--- config.mk ---
export PLATFORM = sky130hd
export DESIGN_NAME = leading_silence_window_detector_flat
export DESIGN_NICKNAME = d
export VERILOG_FILES = /design/src/rtl/lswd_pkg.sv /design/src/rtl/lswd_if.sv /design/src/rtl/leading_silence_window_detector.sv /design/src/rtl/lswd_square.sv /design/src/rtl/lswd_accum.sv /design/src/flat_wrapper.sv
export SDC_FILE = /design/constraint.sdc
export NUM_CORES = 2
export LEC_CHECK = 0
export BUFFER_PORTS_ARGS = -buffer_cell sky130_fd_sc_hd__buf_4
export CAP_MARGIN = 20
export CORE_MARGIN = 10
export CORE_UTILIZATION = 65
export CTS_CLUSTER_DIAMETER = 200
export CTS_CLUSTER_SIZE = 25
export DETAILED_ROUTE_END_ITERATION = 10
export GPL_TIMING_DRIVEN = 0
export PLACE_DENSITY_LB_ADDON = 0.2
export SYNTH_ARGS = -nofsm -noshare
export SYNTH_HDL_FRONTEND = slang
export SYNTH_HIERARCHICAL = 1
export SYNTH_SLANG_ARGS = --single-unit
--- constraint.sdc ---
create_clock -name clock -period 11.91 [get_ports clock]
set_input_delay 2.9775 -clock clock [delete_from_list [all_inputs] [get_ports clock]]
set_output_delay 2.9775 -clock clock [all_outputs]
set_load 0.05 [all_outputs]
--- src/rtl/lswd_pkg.sv ---
package lswd_pkg;

   localparam int SampleW  = 16;
   localparam int MagW     = SampleW + 1;
   localparam int SqW      = 31;          // largest square is 2**30
   localparam int SumW     = 47;
   localparam int PosW     = 16;
   localparam int CountW   = PosW + 1;
   localparam int ThrW     = 31;
   localparam int LimW     = ThrW + CountW;
   localparam int TrimW    = 32;
   localparam int CsrIdxW  = 1;
   localparam int CsrDataW = 32;

   localparam logic [PosW-1:0] WINDOW_LENGTH_RESET    = 16'd9600;
   localparam logic [ThrW-1:0] THRESHOLD_SQUARE_RESET = 31'd25;

   localparam logic [CsrIdxW-1:0] REG_WINDOW_LENGTH    = 1'b0;
   localparam logic [CsrIdxW-1:0] REG_THRESHOLD_SQUARE = 1'b1;

   // squared sample on its way to the accumulator
   typedef struct packed {
      logic [SqW-1:0] square;
      logic           last;
   } sq_word_type;

   typedef struct packed {
      logic [TrimW-1:0] trim_count;
      logic             loud_found;
   } rsp_word_type;

   typedef struct packed {
      logic [PosW-1:0] window_length;
      logic [ThrW-1:0] threshold_square;
      logic            thr_written;      // one-cycle pulse on a threshold write
   } cfg_type;

endpackage

--- src/rtl/lswd_if.sv ---
interface lswd_req_if;
   logic                                valid;
   logic                                ready;
   logic signed [lswd_pkg::SampleW-1:0] sample;
   logic                                last;

   modport source (output valid, sample, last, input ready);
   modport sink   (input valid, sample, last, output ready);
endinterface

interface lswd_rsp_if;
   logic                         valid;
   logic                         ready;
   logic [lswd_pkg::TrimW-1:0]   trim_count;
   logic                         loud_found;

   modport source (output valid, trim_count, loud_found, input ready);
   modport sink   (input valid, trim_count, loud_found, output ready);
endinterface

interface lswd_csr_if;
   logic                            valid;
   logic                            ready;
   logic [lswd_pkg::CsrIdxW-1:0]    index;
   logic [lswd_pkg::CsrDataW-1:0]   data;

   modport source (output valid, index, data, input ready);
   modport sink   (input valid, index, data, output ready);
endinterface

--- src/rtl/leading_silence_window_detector.sv ---
// Leading silence window detector.
// req_ch: one signed 16-bit sample per word plus a last mark. Samples are cut
//   into windows of window_length; a window is quiet when its sum of squares
//   is below threshold_square * window_length. Quiet windows at the start of a
//   sound add to the trim count; the first loud window freezes it.
// rsp_ch: one word per sound, sent for the sample marked last: trim_count and
//   loud_found. Other samples give no word. A trailing partial window is
//   dropped and the stream state clears after the last sample.
// csr_ch: index 0 window_length (0 means 65536), index 1 threshold_square.
//   Always ready; write only with no sound in flight.
// Throughput: one sample per cycle while rsp_ch is not stalled (see below). The
//   result reaches rsp_ch through the input register, the squarer register,
//   then the accumulate step into the result register.
// The accumulate step carries a running bound (threshold times window
//   position) so each cycle needs only an add and a compare; a threshold
//   write recomputes that bound in the following cycle with one multiply.
// A stalled rsp_ch holds its word; samples keep flowing until a second last
//   sample reaches the accumulator, which then waits, and req_ch backs up.
// Reset (synchronous) clears the stream state and restores the registers to
//   9600 and 25; req_ch is not ready while reset is high.
module leading_silence_window_detector (
   input  logic        clock,
   input  logic        reset,
   lswd_req_if.sink    req_ch,
   lswd_rsp_if.source  rsp_ch,
   lswd_csr_if.sink    csr_ch
);

   logic [lswd_pkg::PosW-1:0] window_length_ff;
   logic [lswd_pkg::ThrW-1:0] threshold_square_ff;
   logic                      csr_write;
   lswd_pkg::cfg_type         cfg;

   logic                      sq_valid;
   logic                      sq_ready;
   lswd_pkg::sq_word_type     sq_word;
   lswd_pkg::rsp_word_type    rsp_word;

   // config registers
   assign csr_ch.ready = 1'b1;
   assign csr_write    = csr_ch.valid && csr_ch.ready;

   always_ff @(posedge clock) begin
      if (reset) begin
         window_length_ff    <= lswd_pkg::WINDOW_LENGTH_RESET;
         threshold_square_ff <= lswd_pkg::THRESHOLD_SQUARE_RESET;
      end else if (csr_write) begin
         case (csr_ch.index)
            lswd_pkg::REG_WINDOW_LENGTH: begin
               window_length_ff <= csr_ch.data[lswd_pkg::PosW-1:0];
            end
            lswd_pkg::REG_THRESHOLD_SQUARE: begin
               threshold_square_ff <= csr_ch.data[lswd_pkg::ThrW-1:0];
            end
            default: begin
            end
         endcase
      end
   end

   assign cfg.window_length    = window_length_ff;
   assign cfg.threshold_square = threshold_square_ff;
   assign cfg.thr_written      = csr_write
                               && (csr_ch.index == lswd_pkg::REG_THRESHOLD_SQUARE);

   // input register and squarer
   lswd_square u_square (
      .clock     (clock),
      .reset     (reset),
      .in_valid  (req_ch.valid),
      .in_ready  (req_ch.ready),
      .in_sample (req_ch.sample),
      .in_last   (req_ch.last),
      .out_valid (sq_valid),
      .out_word  (sq_word),
      .out_ready (sq_ready)
   );

   // window accumulate, judge, and result register
   lswd_accum u_accum (
      .clock     (clock),
      .reset     (reset),
      .cfg       (cfg),
      .in_valid  (sq_valid),
      .in_word   (sq_word),
      .in_ready  (sq_ready),
      .rsp_valid (rsp_ch.valid),
      .rsp_word  (rsp_word),
      .rsp_ready (rsp_ch.ready)
   );

   assign rsp_ch.trim_count = rsp_word.trim_count;
   assign rsp_ch.loud_found = rsp_word.loud_found;

endmodule

--- src/rtl/lswd_square.sv ---
module lswd_square (
   input  logic                                clock,
   input  logic                                reset,
   input  logic                                in_valid,
   output logic                                in_ready,
   input  logic signed [lswd_pkg::SampleW-1:0] in_sample,
   input  logic                                in_last,
   output logic                                out_valid,
   output lswd_pkg::sq_word_type               out_word,
   input  logic                                out_ready
);

   logic                                s1_valid_ff, s1_valid_in;
   logic signed [lswd_pkg::SampleW-1:0] s1_sample_ff;
   logic                                s1_last_ff;
   logic                                s2_valid_ff, s2_valid_in;
   lswd_pkg::sq_word_type               s2_word_ff;

   logic                                s1_move;
   logic                                s2_free;
   logic [lswd_pkg::MagW-1:0]           mag;
   logic [lswd_pkg::SqW-1:0]            mag_sq;

   assign s2_free  = !s2_valid_ff || out_ready;
   assign s1_move  = s1_valid_ff && s2_free;
   assign in_ready = !reset && (!s1_valid_ff || s1_move);

   assign s1_valid_in = (in_valid && in_ready) || (s1_valid_ff && !s1_move);
   assign s2_valid_in = s1_move || (s2_valid_ff && !out_ready);

   // |sample|, -32768 maps to 32768
   always_comb begin
      if (s1_sample_ff[lswd_pkg::SampleW-1]) begin
         mag = lswd_pkg::MagW'(1 << lswd_pkg::SampleW)
             - {1'b0, s1_sample_ff};
      end else begin
         mag = {1'b0, s1_sample_ff};
      end
      // largest square is 2**30, fits SqW
      mag_sq = lswd_pkg::SqW'(mag) * lswd_pkg::SqW'(mag);
   end

   always_ff @(posedge clock) begin
      if (reset) begin
         s1_valid_ff <= 1'b0;
         s2_valid_ff <= 1'b0;
      end else begin
         s1_valid_ff <= s1_valid_in;
         s2_valid_ff <= s2_valid_in;
      end
   end

   always_ff @(posedge clock) begin
      if (in_valid && in_ready) begin
         s1_sample_ff <= in_sample;
         s1_last_ff   <= in_last;
      end
      if (s1_move) begin
         s2_word_ff.square <= mag_sq;
         s2_word_ff.last   <= s1_last_ff;
      end
   end

   assign out_valid = s2_valid_ff;
   assign out_word  = s2_word_ff;

endmodule

--- src/rtl/lswd_accum.sv ---
module lswd_accum (
   input  logic                   clock,
   input  logic                   reset,
   input  lswd_pkg::cfg_type      cfg,
   input  logic                   in_valid,
   input  lswd_pkg::sq_word_type  in_word,
   output logic                   in_ready,
   output logic                   rsp_valid,
   output lswd_pkg::rsp_word_type rsp_word,
   input  logic                   rsp_ready
);

   logic [lswd_pkg::SumW-1:0]   sum_ff, sum_in;
   logic [lswd_pkg::PosW-1:0]   pos_ff, pos_in;
   logic [lswd_pkg::TrimW-1:0]  silent_ff, silent_in;
   logic                        loud_ff, loud_in;
   // threshold_square * (pos + 1), the bound for the next sample's window
   logic [lswd_pkg::LimW-1:0]   lim_ff, lim_in;
   logic                        recalc_ff;
   logic                        rsp_valid_ff, rsp_valid_in;
   lswd_pkg::rsp_word_type      rsp_word_ff, rsp_word_in;

   logic                        go;
   logic [lswd_pkg::SumW-1:0]   sum_new;
   logic [lswd_pkg::CountW-1:0] count;
   logic [lswd_pkg::CountW-1:0] eff;
   logic                        closing;
   logic                        quiet;
   logic [lswd_pkg::TrimW:0]    trim_sum;
   logic [lswd_pkg::TrimW-1:0]  trim_sat;
   logic [lswd_pkg::TrimW-1:0]  silent_next;
   logic                        loud_next;
   logic [lswd_pkg::LimW-1:0]   thr_ext;
   logic [lswd_pkg::LimW-1:0]   recalc_prod;

   assign in_ready = !in_word.last || !rsp_valid_ff || rsp_ready;
   assign go       = in_valid && in_ready;

   // only used right after a threshold write, with the pipe empty
   assign recalc_prod = lswd_pkg::LimW'(cfg.threshold_square)
                      * lswd_pkg::LimW'({1'b0, pos_ff} + lswd_pkg::CountW'(1));

   always_comb begin
      sum_new  = sum_ff + lswd_pkg::SumW'(in_word.square);
      count    = {1'b0, pos_ff} + lswd_pkg::CountW'(1);
      eff      = (cfg.window_length == '0) ? lswd_pkg::CountW'(1 << lswd_pkg::PosW)
                                           : {1'b0, cfg.window_length};
      closing  = count >= eff;
      quiet    = {1'b0, sum_new} < lim_ff;
      trim_sum = {1'b0, silent_ff} + (lswd_pkg::TrimW+1)'(count);
      trim_sat = trim_sum[lswd_pkg::TrimW] ? '1 : trim_sum[lswd_pkg::TrimW-1:0];
      thr_ext  = lswd_pkg::LimW'(cfg.threshold_square);

      silent_next = silent_ff;
      loud_next   = loud_ff;
      if (closing && !loud_ff) begin
         if (quiet) begin
            silent_next = trim_sat;
         end else begin
            loud_next = 1'b1;
         end
      end

      sum_in    = sum_ff;
      pos_in    = pos_ff;
      silent_in = silent_ff;
      loud_in   = loud_ff;
      lim_in    = lim_ff;
      if (recalc_ff) begin
         lim_in = recalc_prod;
      end else if (go) begin
         if (in_word.last) begin
            sum_in    = '0;
            pos_in    = '0;
            silent_in = '0;
            loud_in   = 1'b0;
            lim_in    = thr_ext;
         end else if (closing) begin
            sum_in    = '0;
            pos_in    = '0;
            silent_in = silent_next;
            loud_in   = loud_next;
            lim_in    = thr_ext;
         end else begin
            sum_in = sum_new;
            pos_in = count[lswd_pkg::PosW-1:0];
            lim_in = lim_ff + thr_ext;
         end
      end

      rsp_valid_in = rsp_valid_ff && !rsp_ready;
      rsp_word_in  = rsp_word_ff;
      if (go && in_word.last) begin
         rsp_valid_in           = 1'b1;
         rsp_word_in.trim_count = silent_next;
         rsp_word_in.loud_found = loud_next;
      end
   end

   always_ff @(posedge clock) begin
      if (reset) begin
         sum_ff       <= '0;
         pos_ff       <= '0;
         silent_ff    <= '0;
         loud_ff      <= 1'b0;
         lim_ff       <= lswd_pkg::LimW'(lswd_pkg::THRESHOLD_SQUARE_RESET);
         recalc_ff    <= 1'b0;
         rsp_valid_ff <= 1'b0;
      end else begin
         sum_ff       <= sum_in;
         pos_ff       <= pos_in;
         silent_ff    <= silent_in;
         loud_ff      <= loud_in;
         lim_ff       <= lim_in;
         recalc_ff    <= cfg.thr_written;
         rsp_valid_ff <= rsp_valid_in;
      end
   end

   always_ff @(posedge clock) begin
      rsp_word_ff <= rsp_word_in;
   end

   assign rsp_valid = rsp_valid_ff;
   assign rsp_word  = rsp_word_ff;

endmodule

--- src/flat_wrapper.sv ---
// flat-port wrapper written by rule: the top's interface ports become plain ports
module leading_silence_window_detector_flat 
  (clock, reset, req_ch_valid, req_ch_sample, req_ch_last, req_ch_ready, rsp_ch_valid, rsp_ch_trim_count, rsp_ch_loud_found, rsp_ch_ready, csr_ch_valid, csr_ch_index, csr_ch_data, csr_ch_ready);
  lswd_req_if req_ch_i ();
  lswd_rsp_if rsp_ch_i ();
  lswd_csr_if csr_ch_i ();
  input  logic clock;
  input  logic reset;
  input wire logic [$bits(req_ch_i.valid)-1:0] req_ch_valid;
  input wire logic [$bits(req_ch_i.sample)-1:0] req_ch_sample;
  input wire logic [$bits(req_ch_i.last)-1:0] req_ch_last;
  output wire logic [$bits(req_ch_i.ready)-1:0] req_ch_ready;
  output wire logic [$bits(rsp_ch_i.valid)-1:0] rsp_ch_valid;
  output wire logic [$bits(rsp_ch_i.trim_count)-1:0] rsp_ch_trim_count;
  output wire logic [$bits(rsp_ch_i.loud_found)-1:0] rsp_ch_loud_found;
  input wire logic [$bits(rsp_ch_i.ready)-1:0] rsp_ch_ready;
  input wire logic [$bits(csr_ch_i.valid)-1:0] csr_ch_valid;
  input wire logic [$bits(csr_ch_i.index)-1:0] csr_ch_index;
  input wire logic [$bits(csr_ch_i.data)-1:0] csr_ch_data;
  output wire logic [$bits(csr_ch_i.ready)-1:0] csr_ch_ready;
  assign req_ch_i.valid = req_ch_valid;
  assign req_ch_i.sample = req_ch_sample;
  assign req_ch_i.last = req_ch_last;
  assign req_ch_ready = req_ch_i.ready;
  assign rsp_ch_valid = rsp_ch_i.valid;
  assign rsp_ch_trim_count = rsp_ch_i.trim_count;
  assign rsp_ch_loud_found = rsp_ch_i.loud_found;
  assign rsp_ch_i.ready = rsp_ch_ready;
  assign csr_ch_i.valid = csr_ch_valid;
  assign csr_ch_i.index = csr_ch_index;
  assign csr_ch_i.data = csr_ch_data;
  assign csr_ch_ready = csr_ch_i.ready;
  leading_silence_window_detector u_core (.clock(clock), .reset(reset), .req_ch(req_ch_i), .rsp_ch(rsp_ch_i), .csr_ch(csr_ch_i));
endmodule
; After elaboration in Yosys (flattened, before gate mapping)
; Cells that the tools add are included.
[classes]
add_sub_neg = 6
mul = 2
magnitude_cmp = 2
muxes = 20
bitwise = 2
reduce_logical = 32
[ops]
columns = operator, count
row1 = 48-bit two-way mux, 4
row2 = 32-bit two-way mux, 5
row3 = 47-bit two-way mux, 2
row4 = 48-bit by 31-bit adder with 48-bit output, 1
row5 = 47-bit by 48-bit < comparator with 1-bit output, 1
row6 = 31-bit by 17-bit multiplier with 48-bit output, 1
row7 = 47-bit by 31-bit adder with 47-bit output, 1
row8 = 16-bit by 1-bit adder with 17-bit output (second input constant), 2
row9 = 17-bit two-way mux, 2
row10 = 32-bit by 17-bit adder with 33-bit output, 1
row11 = 16-bit two-way mux, 2
row12 = 17-bit by 17-bit multiplier with 31-bit output, 1
row13 = 17-bit greater-or-equal comparator, 1
row14 = 17-bit by 16-bit subtractor with 17-bit output (first input constant), 1
row15 = 16-bit logical NOT, 1
row16 = 1-bit logical AND, 10
row17 = 1-bit logical NOT, 9
row18 = 1-bit logical OR, 6
row19 = 2-bit AND reduction, 3
row20 = 1-bit two-way mux, 5
row21 = 2-bit nonzero test, 2
row22 = 3-bit AND reduction, 1
row23 = 1-bit NOT, 2
[word_totals]
regBits = 277
wordCells = 81

; Logic depth before layout (Yosys ltp)
[depth]
ltp_word = 9
depth_mapped = 31

; Modules after synthesis
; Netlist, hierarchy kept.
[by_module_without_submodules]
columns = mod, instances, cells_each, area_per_inst_um2, seq_area_each_um2
row1 = lswd_accum, 1, 3888, 31336.3, 3913.8
row2 = lswd_square, 1, 988, 9598.0, 1481.4
row3 = leading_silence_window_detector, 1, 201, 2021.9, 940.9

; Worst setup path before layout
; Ideal clock, no wire load.
[synth_path]
path_kind = register -> register
startpoint = register u_core/u_accum/pos_ff[0] (netlist name)
endpoint = register u_core/u_accum/lim_ff[46] (netlist name)
setup_ns = 0.095
t_arrival_ns = 7.559
path_slack_ns = 4.256
stages_incl_launch_ff = 31
synth_period_minus_slack_ns = 7.654
cell_sequence = dfxtp_1 > ha_1 > and3_1 > and3_1 > and3_1 > and3_1 > and3_1 > and3_1 > clkbuf_1 > and2_1 > fa_1 > inv_1 > fa_1 > inv_1 > fa_1 > fa_1 > fa_1 > inv_1 > fa_1 > inv_1 > ha_1 > clkbuf_1 > nand4_1 > or3_1 > nor3_1 > nor2b_1 > nor3_1 > o21ai_1 > a31oi_1 > xor2_1 > a221oi_1
[synth_between]
elab_chain_len = 6
word_cells_on_any_way = 8
[synth_rtl]
columns = item, line
row1 = from (decl), lswd_accum.sv:14  ; logic [lswd_pkg::PosW-1:0] pos_ff, pos_in;
row2 = from (signal assigned), lswd_accum.sv:111  ; pos_ff <= pos_in;
row3 = branches (longest 5 deep; another with 31-bit by 17-bit multiplier with 48-bit output), --
row4 = 48-bit two-way mux (*), lswd_accum.sv:69  ; if (recalc_ff) begin
row5 = to (signal assigned), lswd_accum.sv:106  ; lim_ff <= lswd_pkg::LimW'(lswd_pkg::THRESHOLD_SQUARE_RESET);
row6 = to (signal assigned), lswd_accum.sv:114  ; lim_ff <= lim_in;
row7 = to (decl), lswd_accum.sv:18  ; logic [lswd_pkg::LimW-1:0] lim_ff, lim_in;
; Every way passes the cells marked *. The select of a mux whose other input is x is not followed.
; A chain may end at the register's enable or synchronous reset.

; Worst setup path after layout
; Same ends and word-level chain as after synthesis.

==> out/qor.txt <==
SETUP PATH
----------------------------------------------------------------------------------------------------
Kind of end point of the critical path                                                      register
Category of the critical setup timing path                                                   reg2reg
Reg-to-reg setup timing slack                                                                1940 ps
Reg-to-Reg Start                                                                        u_core/u_accum/pos_ff[0]
Capturing element of the worst setup path                                               u_core/u_accum/lim_ff[46]
Worst R2R End                                                                           u_core/u_accum/lim_ff[46]
Delay of the slowest cell on the worst path                                                   850 ps
Worst path slowest cell                                                                 sky130_fd_sc_hd__clkbuf_1
Startpoint class of the critical path                                                       register
Worst EP arrival                                                                           10,400 ps
Cell repeated most along the worst path                                                 sky130_fd_sc_hd__fa_1
Required time of the critical path                                                         12,350 ps
Max FO, Critical Path                                                                             11
Worst setup path start                                                                  u_core/u_accum/pos_ff[0]
Worst Reg-to-Reg Cells                                                                            29

LOGIC SYNTHESIS
----------------------------------------------------------------------------------------------------
Sequential share of the synthesized area                                                       14.8%
Count of different cell masters after synthesis                                                  109
Share of the synthesized area in the top cell type                                             29.2%
Synth Instances                                                                                5,077
Dominant register cell in the synthesized netlist                                       sky130_fd_sc_hd__dfxtp_1
Synth Warn #                                                                                       6
Cell area after technology mapping                                                      43,000 sq um
Synthesized area per cell                                                                 8.46 sq um
Largest cells by area after synthesis                                                   sky130_fd_sc_hd__fa_1 29%, sky130_fd_sc_hd__ha_1 10%, sky130_fd_sc_hd__dfxtp_1 9.1%
Register bit count reported by yosys                                                             276
EDFF count, synth                                                                                 81
Share of synthesized registers carrying an async set or reset                                     0%
Dominant cell type by area after synthesis                                              sky130_fd_sc_hd__fa_1

CLOCK TREE
----------------------------------------------------------------------------------------------------
Cells resized by post-CTS repair                                                                   0
Buffers inserted during post-CTS setup optimization                                                0
Number of CTS-inserted buffers                                                                    15
Worst-case clock buffer depth                                                                      3
Clock-pin slew reported for the worst setup and hold paths after clock tree synthesis         110 ps
Worst skew pair latency                                                                       530 ps
Clock tree from TritonCTS                                                                        yes
H-tree lvl count                                                                                   1
Clock root buffer master                                                                sky130_fd_sc_hd__clkbuf_16
Post-cts hold buffer count                                                                         0
CTS Sinks                                                                                        276

DRT
----------------------------------------------------------------------------------------------------
Wire length reported by the detailed router                                             132,000 microns
Violation count after the first detailed-routing iteration                                     3,353
Final routed DRC violation total                                                                   0
Vias per std cell                                                                               6.05
Routed Antenna Nets                                                                                0
Routed via count                                                                               36.8k
Number of search-and-repair iterations in the first detailed-routing pass                          7
Routed length per placed instance                                                       21.7 microns

DIE
----------------------------------------------------------------------------------------------------
Number of placement rows                                                                          94
Area of the die                                                                         76,800 sq um
Effective utilization at floorplan                                                             65.5%
Number of I/O pins                                                                                91
Die width                                                                                277 microns
Std-Cell Core Area                                                                      65,600 sq um
Die height                                                                               277 microns

FINAL LAYOUT
----------------------------------------------------------------------------------------------------
Nets                                                                                           6,257
Top library cells by usage in the layout, fill and taps aside                           951 x sky130_fd_sc_hd__inv_1, 658 x sky130_fd_sc_hd__nand2_1, 627 x sky130_fd_sc_hd__fa_1, 358 x sky130_fd_sc_hd__ha_1, 276 x sky130_fd_sc_hd__a21oi_1
Fill cells                                                                                     5,457
Final instance area                                                                     45,300 sq um
Area growth from synthesis to layout                                                           5.44%
Finished Layout Cells                                                                          6,087
Most common cell after layout, fill and taps aside                                      sky130_fd_sc_hd__inv_1
Share of layout cells above drive strength 1                                                   4.37%

PLACE
----------------------------------------------------------------------------------------------------
HPWL after DPL                                                                          110,000 microns
Placed cell count                                                                              6,063
Buffers on Ports                                                                                  88
Placed instance area                                                                    44,800 sq um
RePlAce Congestion                                                                              1.02

GLOBAL ROUTING
----------------------------------------------------------------------------------------------------
Vias in the first global route                                                                 37.7k
Number of antenna violations at the first check in global routing                                  3
All-layer global routing usage                                                                 34.4%
Largest net degree at the start of global routing                                                 34
Wire length of the first global-routing pass                                            209,000 microns
Total grt overflow                                                                                 0

STA
----------------------------------------------------------------------------------------------------
Final hold slack                                                                              429 ps
Number of endpoints with negative hold slack in the final report                                   0
Tightest Pin Transition                                                                      1170 ps
Final setup fails                                                                                  0
Worst Clk Skew                                                                               35.1 ps
Worst-case headroom to the max-slew limit                                                      21.1%
Share of the clock period used by the worst path                                               83.7%
Highest clock frequency the design can meet                                                0.100 GHz
Minimum clock period                                                                         9970 ps
Unrepaired setup endpoints after global routing                                                   no
Final Max Tran Viols                                                                               0
Total Neg Setup Slack                                                                           0 ps

PWR
----------------------------------------------------------------------------------------------------
Part of the power in the clock network                                                          5.8%
Net load switching power                                                                     5.19 mW
Internal power                                                                               5.05 mW
Logic pwr share                                                                                79.8%
Pwr per Cell Area                                                                        226 nW/um^2
Worst voltage drop across the vdd grid                                                        533 uV
Switching Share                                                                                50.7%
Flop pwr share                                                                                 14.4%
Static leakage                                                                               22.2 nW

RUN STATUS
----------------------------------------------------------------------------------------------------
Status                                                                                  finished, final reports clean

FLOW RUN
----------------------------------------------------------------------------------------------------
Max-Cap Viols                                                                                      0

HOLD PATH
----------------------------------------------------------------------------------------------------
Worst hold path class                                                                        reg2reg

-- cell usage after synthesis (11+ instances only) --
cell type                  count
sky130_fd_sc_hd__a211o_1      17
sky130_fd_sc_hd__a211oi_1     36
sky130_fd_sc_hd__a21o_1       88
sky130_fd_sc_hd__a21oi_1     276
sky130_fd_sc_hd__a221oi_1     12
sky130_fd_sc_hd__a22o_1       11
sky130_fd_sc_hd__a22oi_1      19
sky130_fd_sc_hd__a311oi_1     15
sky130_fd_sc_hd__a31oi_1      61
sky130_fd_sc_hd__a41oi_1      12
sky130_fd_sc_hd__and2_1      170
sky130_fd_sc_hd__and3_1       44
sky130_fd_sc_hd__buf_1        18
sky130_fd_sc_hd__buf_2        29
sky130_fd_sc_hd__clkbuf_1    176
sky130_fd_sc_hd__dfxtp_1     195
sky130_fd_sc_hd__edfxtp_1     81
sky130_fd_sc_hd__fa_1        627
sky130_fd_sc_hd__ha_1        358
sky130_fd_sc_hd__inv_1       951
sky130_fd_sc_hd__mux2i_1      28
sky130_fd_sc_hd__nand2_1     658
sky130_fd_sc_hd__nand2b_1     57
sky130_fd_sc_hd__nand3_1      97
sky130_fd_sc_hd__nand3b_1     13
sky130_fd_sc_hd__nand4_1      41
sky130_fd_sc_hd__nor2_1      263
sky130_fd_sc_hd__nor2b_1      19
sky130_fd_sc_hd__nor3_1       60
sky130_fd_sc_hd__nor4_1       13
sky130_fd_sc_hd__o211ai_1     37
sky130_fd_sc_hd__o21a_1       34
sky130_fd_sc_hd__o21ai_0     122
sky130_fd_sc_hd__o21ai_1      12
sky130_fd_sc_hd__o21bai_1     18
sky130_fd_sc_hd__o31ai_1      11
sky130_fd_sc_hd__or3_1        22
sky130_fd_sc_hd__or4_1        12
sky130_fd_sc_hd__xnor2_1      86
sky130_fd_sc_hd__xor2_1       75
-- worst max-delay path: cells and delay by family, from the launching register on --
kind	cells	cell delay (ps)
fa+ha+maj	7	3470
simple gates	11	2730
buf+inv	6	1620
xor+xnor	2	970
compound gates	3	660
flops	1	420
-- area by class of cell --
cell class              count  area (sq um)  share of cell area [%]
clock buffers              20           394                   0.870
well taps                 864          1080                    2.39
clock inverters             2          47.5                   0.105
inverters                 960          3600                    7.96
repair buffers             91           683                    1.51
multi-input cells        3634         32100                    70.9
flip-flops and latches    276          6340                    14.0
diodes                      1          2.50                 0.00552
plain buffers             239          1010                    2.24
-- stage by stage --
step                      setup slack (ps)  power [mW]  utilization, %
after floorplan                       4260        7.79               -
final                                 1940        10.2            69.0
after CTS                             2090        10.2            69.0
after global placement                2220        9.30            68.3
after detailed placement              2150        9.61            68.3
after global routing                  1540        11.3            69.0
-- cell families after synthesis --
group | Yosys count | synth area share [%]
multiplexers | 33 | 0.784
AO/OA/AOI/OAI | 902 | 14.1
adder cells (fa/ha/maj) | 985 | 39.6
XOR/XNOR | 162 | 3.32
AND/OR/NAND/NOR | 1517 | 16.6
buffers and inverters | 1199 | 10.8
other | 3 | 0.0262
flip-flops | 276 | 14.8
-- routing by layer --
| metal | track usage [%] | share of wire (%) |
|---|---|---|
| met4 | 20.2 | 6.9 |
| met3 | 5.66 | 8.6 |
| met1 | 41.7 | 37 |
| met5 | 0 | 0.0099 |
| met2 | 57.1 | 47 |
-- flip-flops by register name, indices dropped and copies added (netlist names) --
| register | cells |
|---|---|
| u_core/u_accum/lim_ff | 48 |
| u_core/u_accum/recalc_ff | 1 |
| u_core/window_length_ff | 16 |
| u_core/u_accum/sum_ff | 47 |
| u_core/u_accum/rsp_word | 33 |
| u_core/u_square/out_word | 31 |
| u_core/u_accum/rsp_valid | 1 |
| u_core/u_square/s1_last_ff | 1 |
| u_core/u_accum/loud_ff | 1 |
| u_core/threshold_square_ff | 31 |
| u_core/u_square/s1_valid_ff | 1 |
| u_core/u_square/s1_sample_ff | 16 |
| u_core/u_accum/pos_ff | 16 |
| u_core/u_square/out_valid | 1 |
| u_core/u_accum/silent_ff | 32 |
-- power groups by stage --
| stage | clock [mW] | combinational, mW | sequential (mW) |
|---|---|---|---|
| after global routing | 0.630 | 9.17 | 1.48 |
| after global placement | 0 | 7.82 | 1.49 |
| after floorplan | 0 | 6.32 | 1.47 |
| after CTS | 0.603 | 8.16 | 1.47 |
| final | 0.593 | 8.17 | 1.47 |
| after detailed placement | 0 | 8.12 | 1.49 |
-- worst min-delay path by stage --
stage | start | endpoint | slack, ps | cells past startpoint
floorplan | u_core/u_square/s1_last_ff | u_core/u_square/out_word[0] | 400 | 0
global placement | u_core/u_square/s1_last_ff | u_core/u_square/out_word[0] | 400 | 0
detailed placement | u_core/u_square/s1_last_ff | u_core/u_square/out_word[0] | 410 | 0
CTS | u_core/u_square/s1_last_ff | u_core/u_square/out_word[0] | 430 | 0
global route | u_core/u_square/s1_last_ff | u_core/u_square/out_word[0] | 450 | 0
finish | u_core/u_square/s1_last_ff | u_core/u_square/out_word[0] | 430 | 0
(Power assumes the default switching activity.)
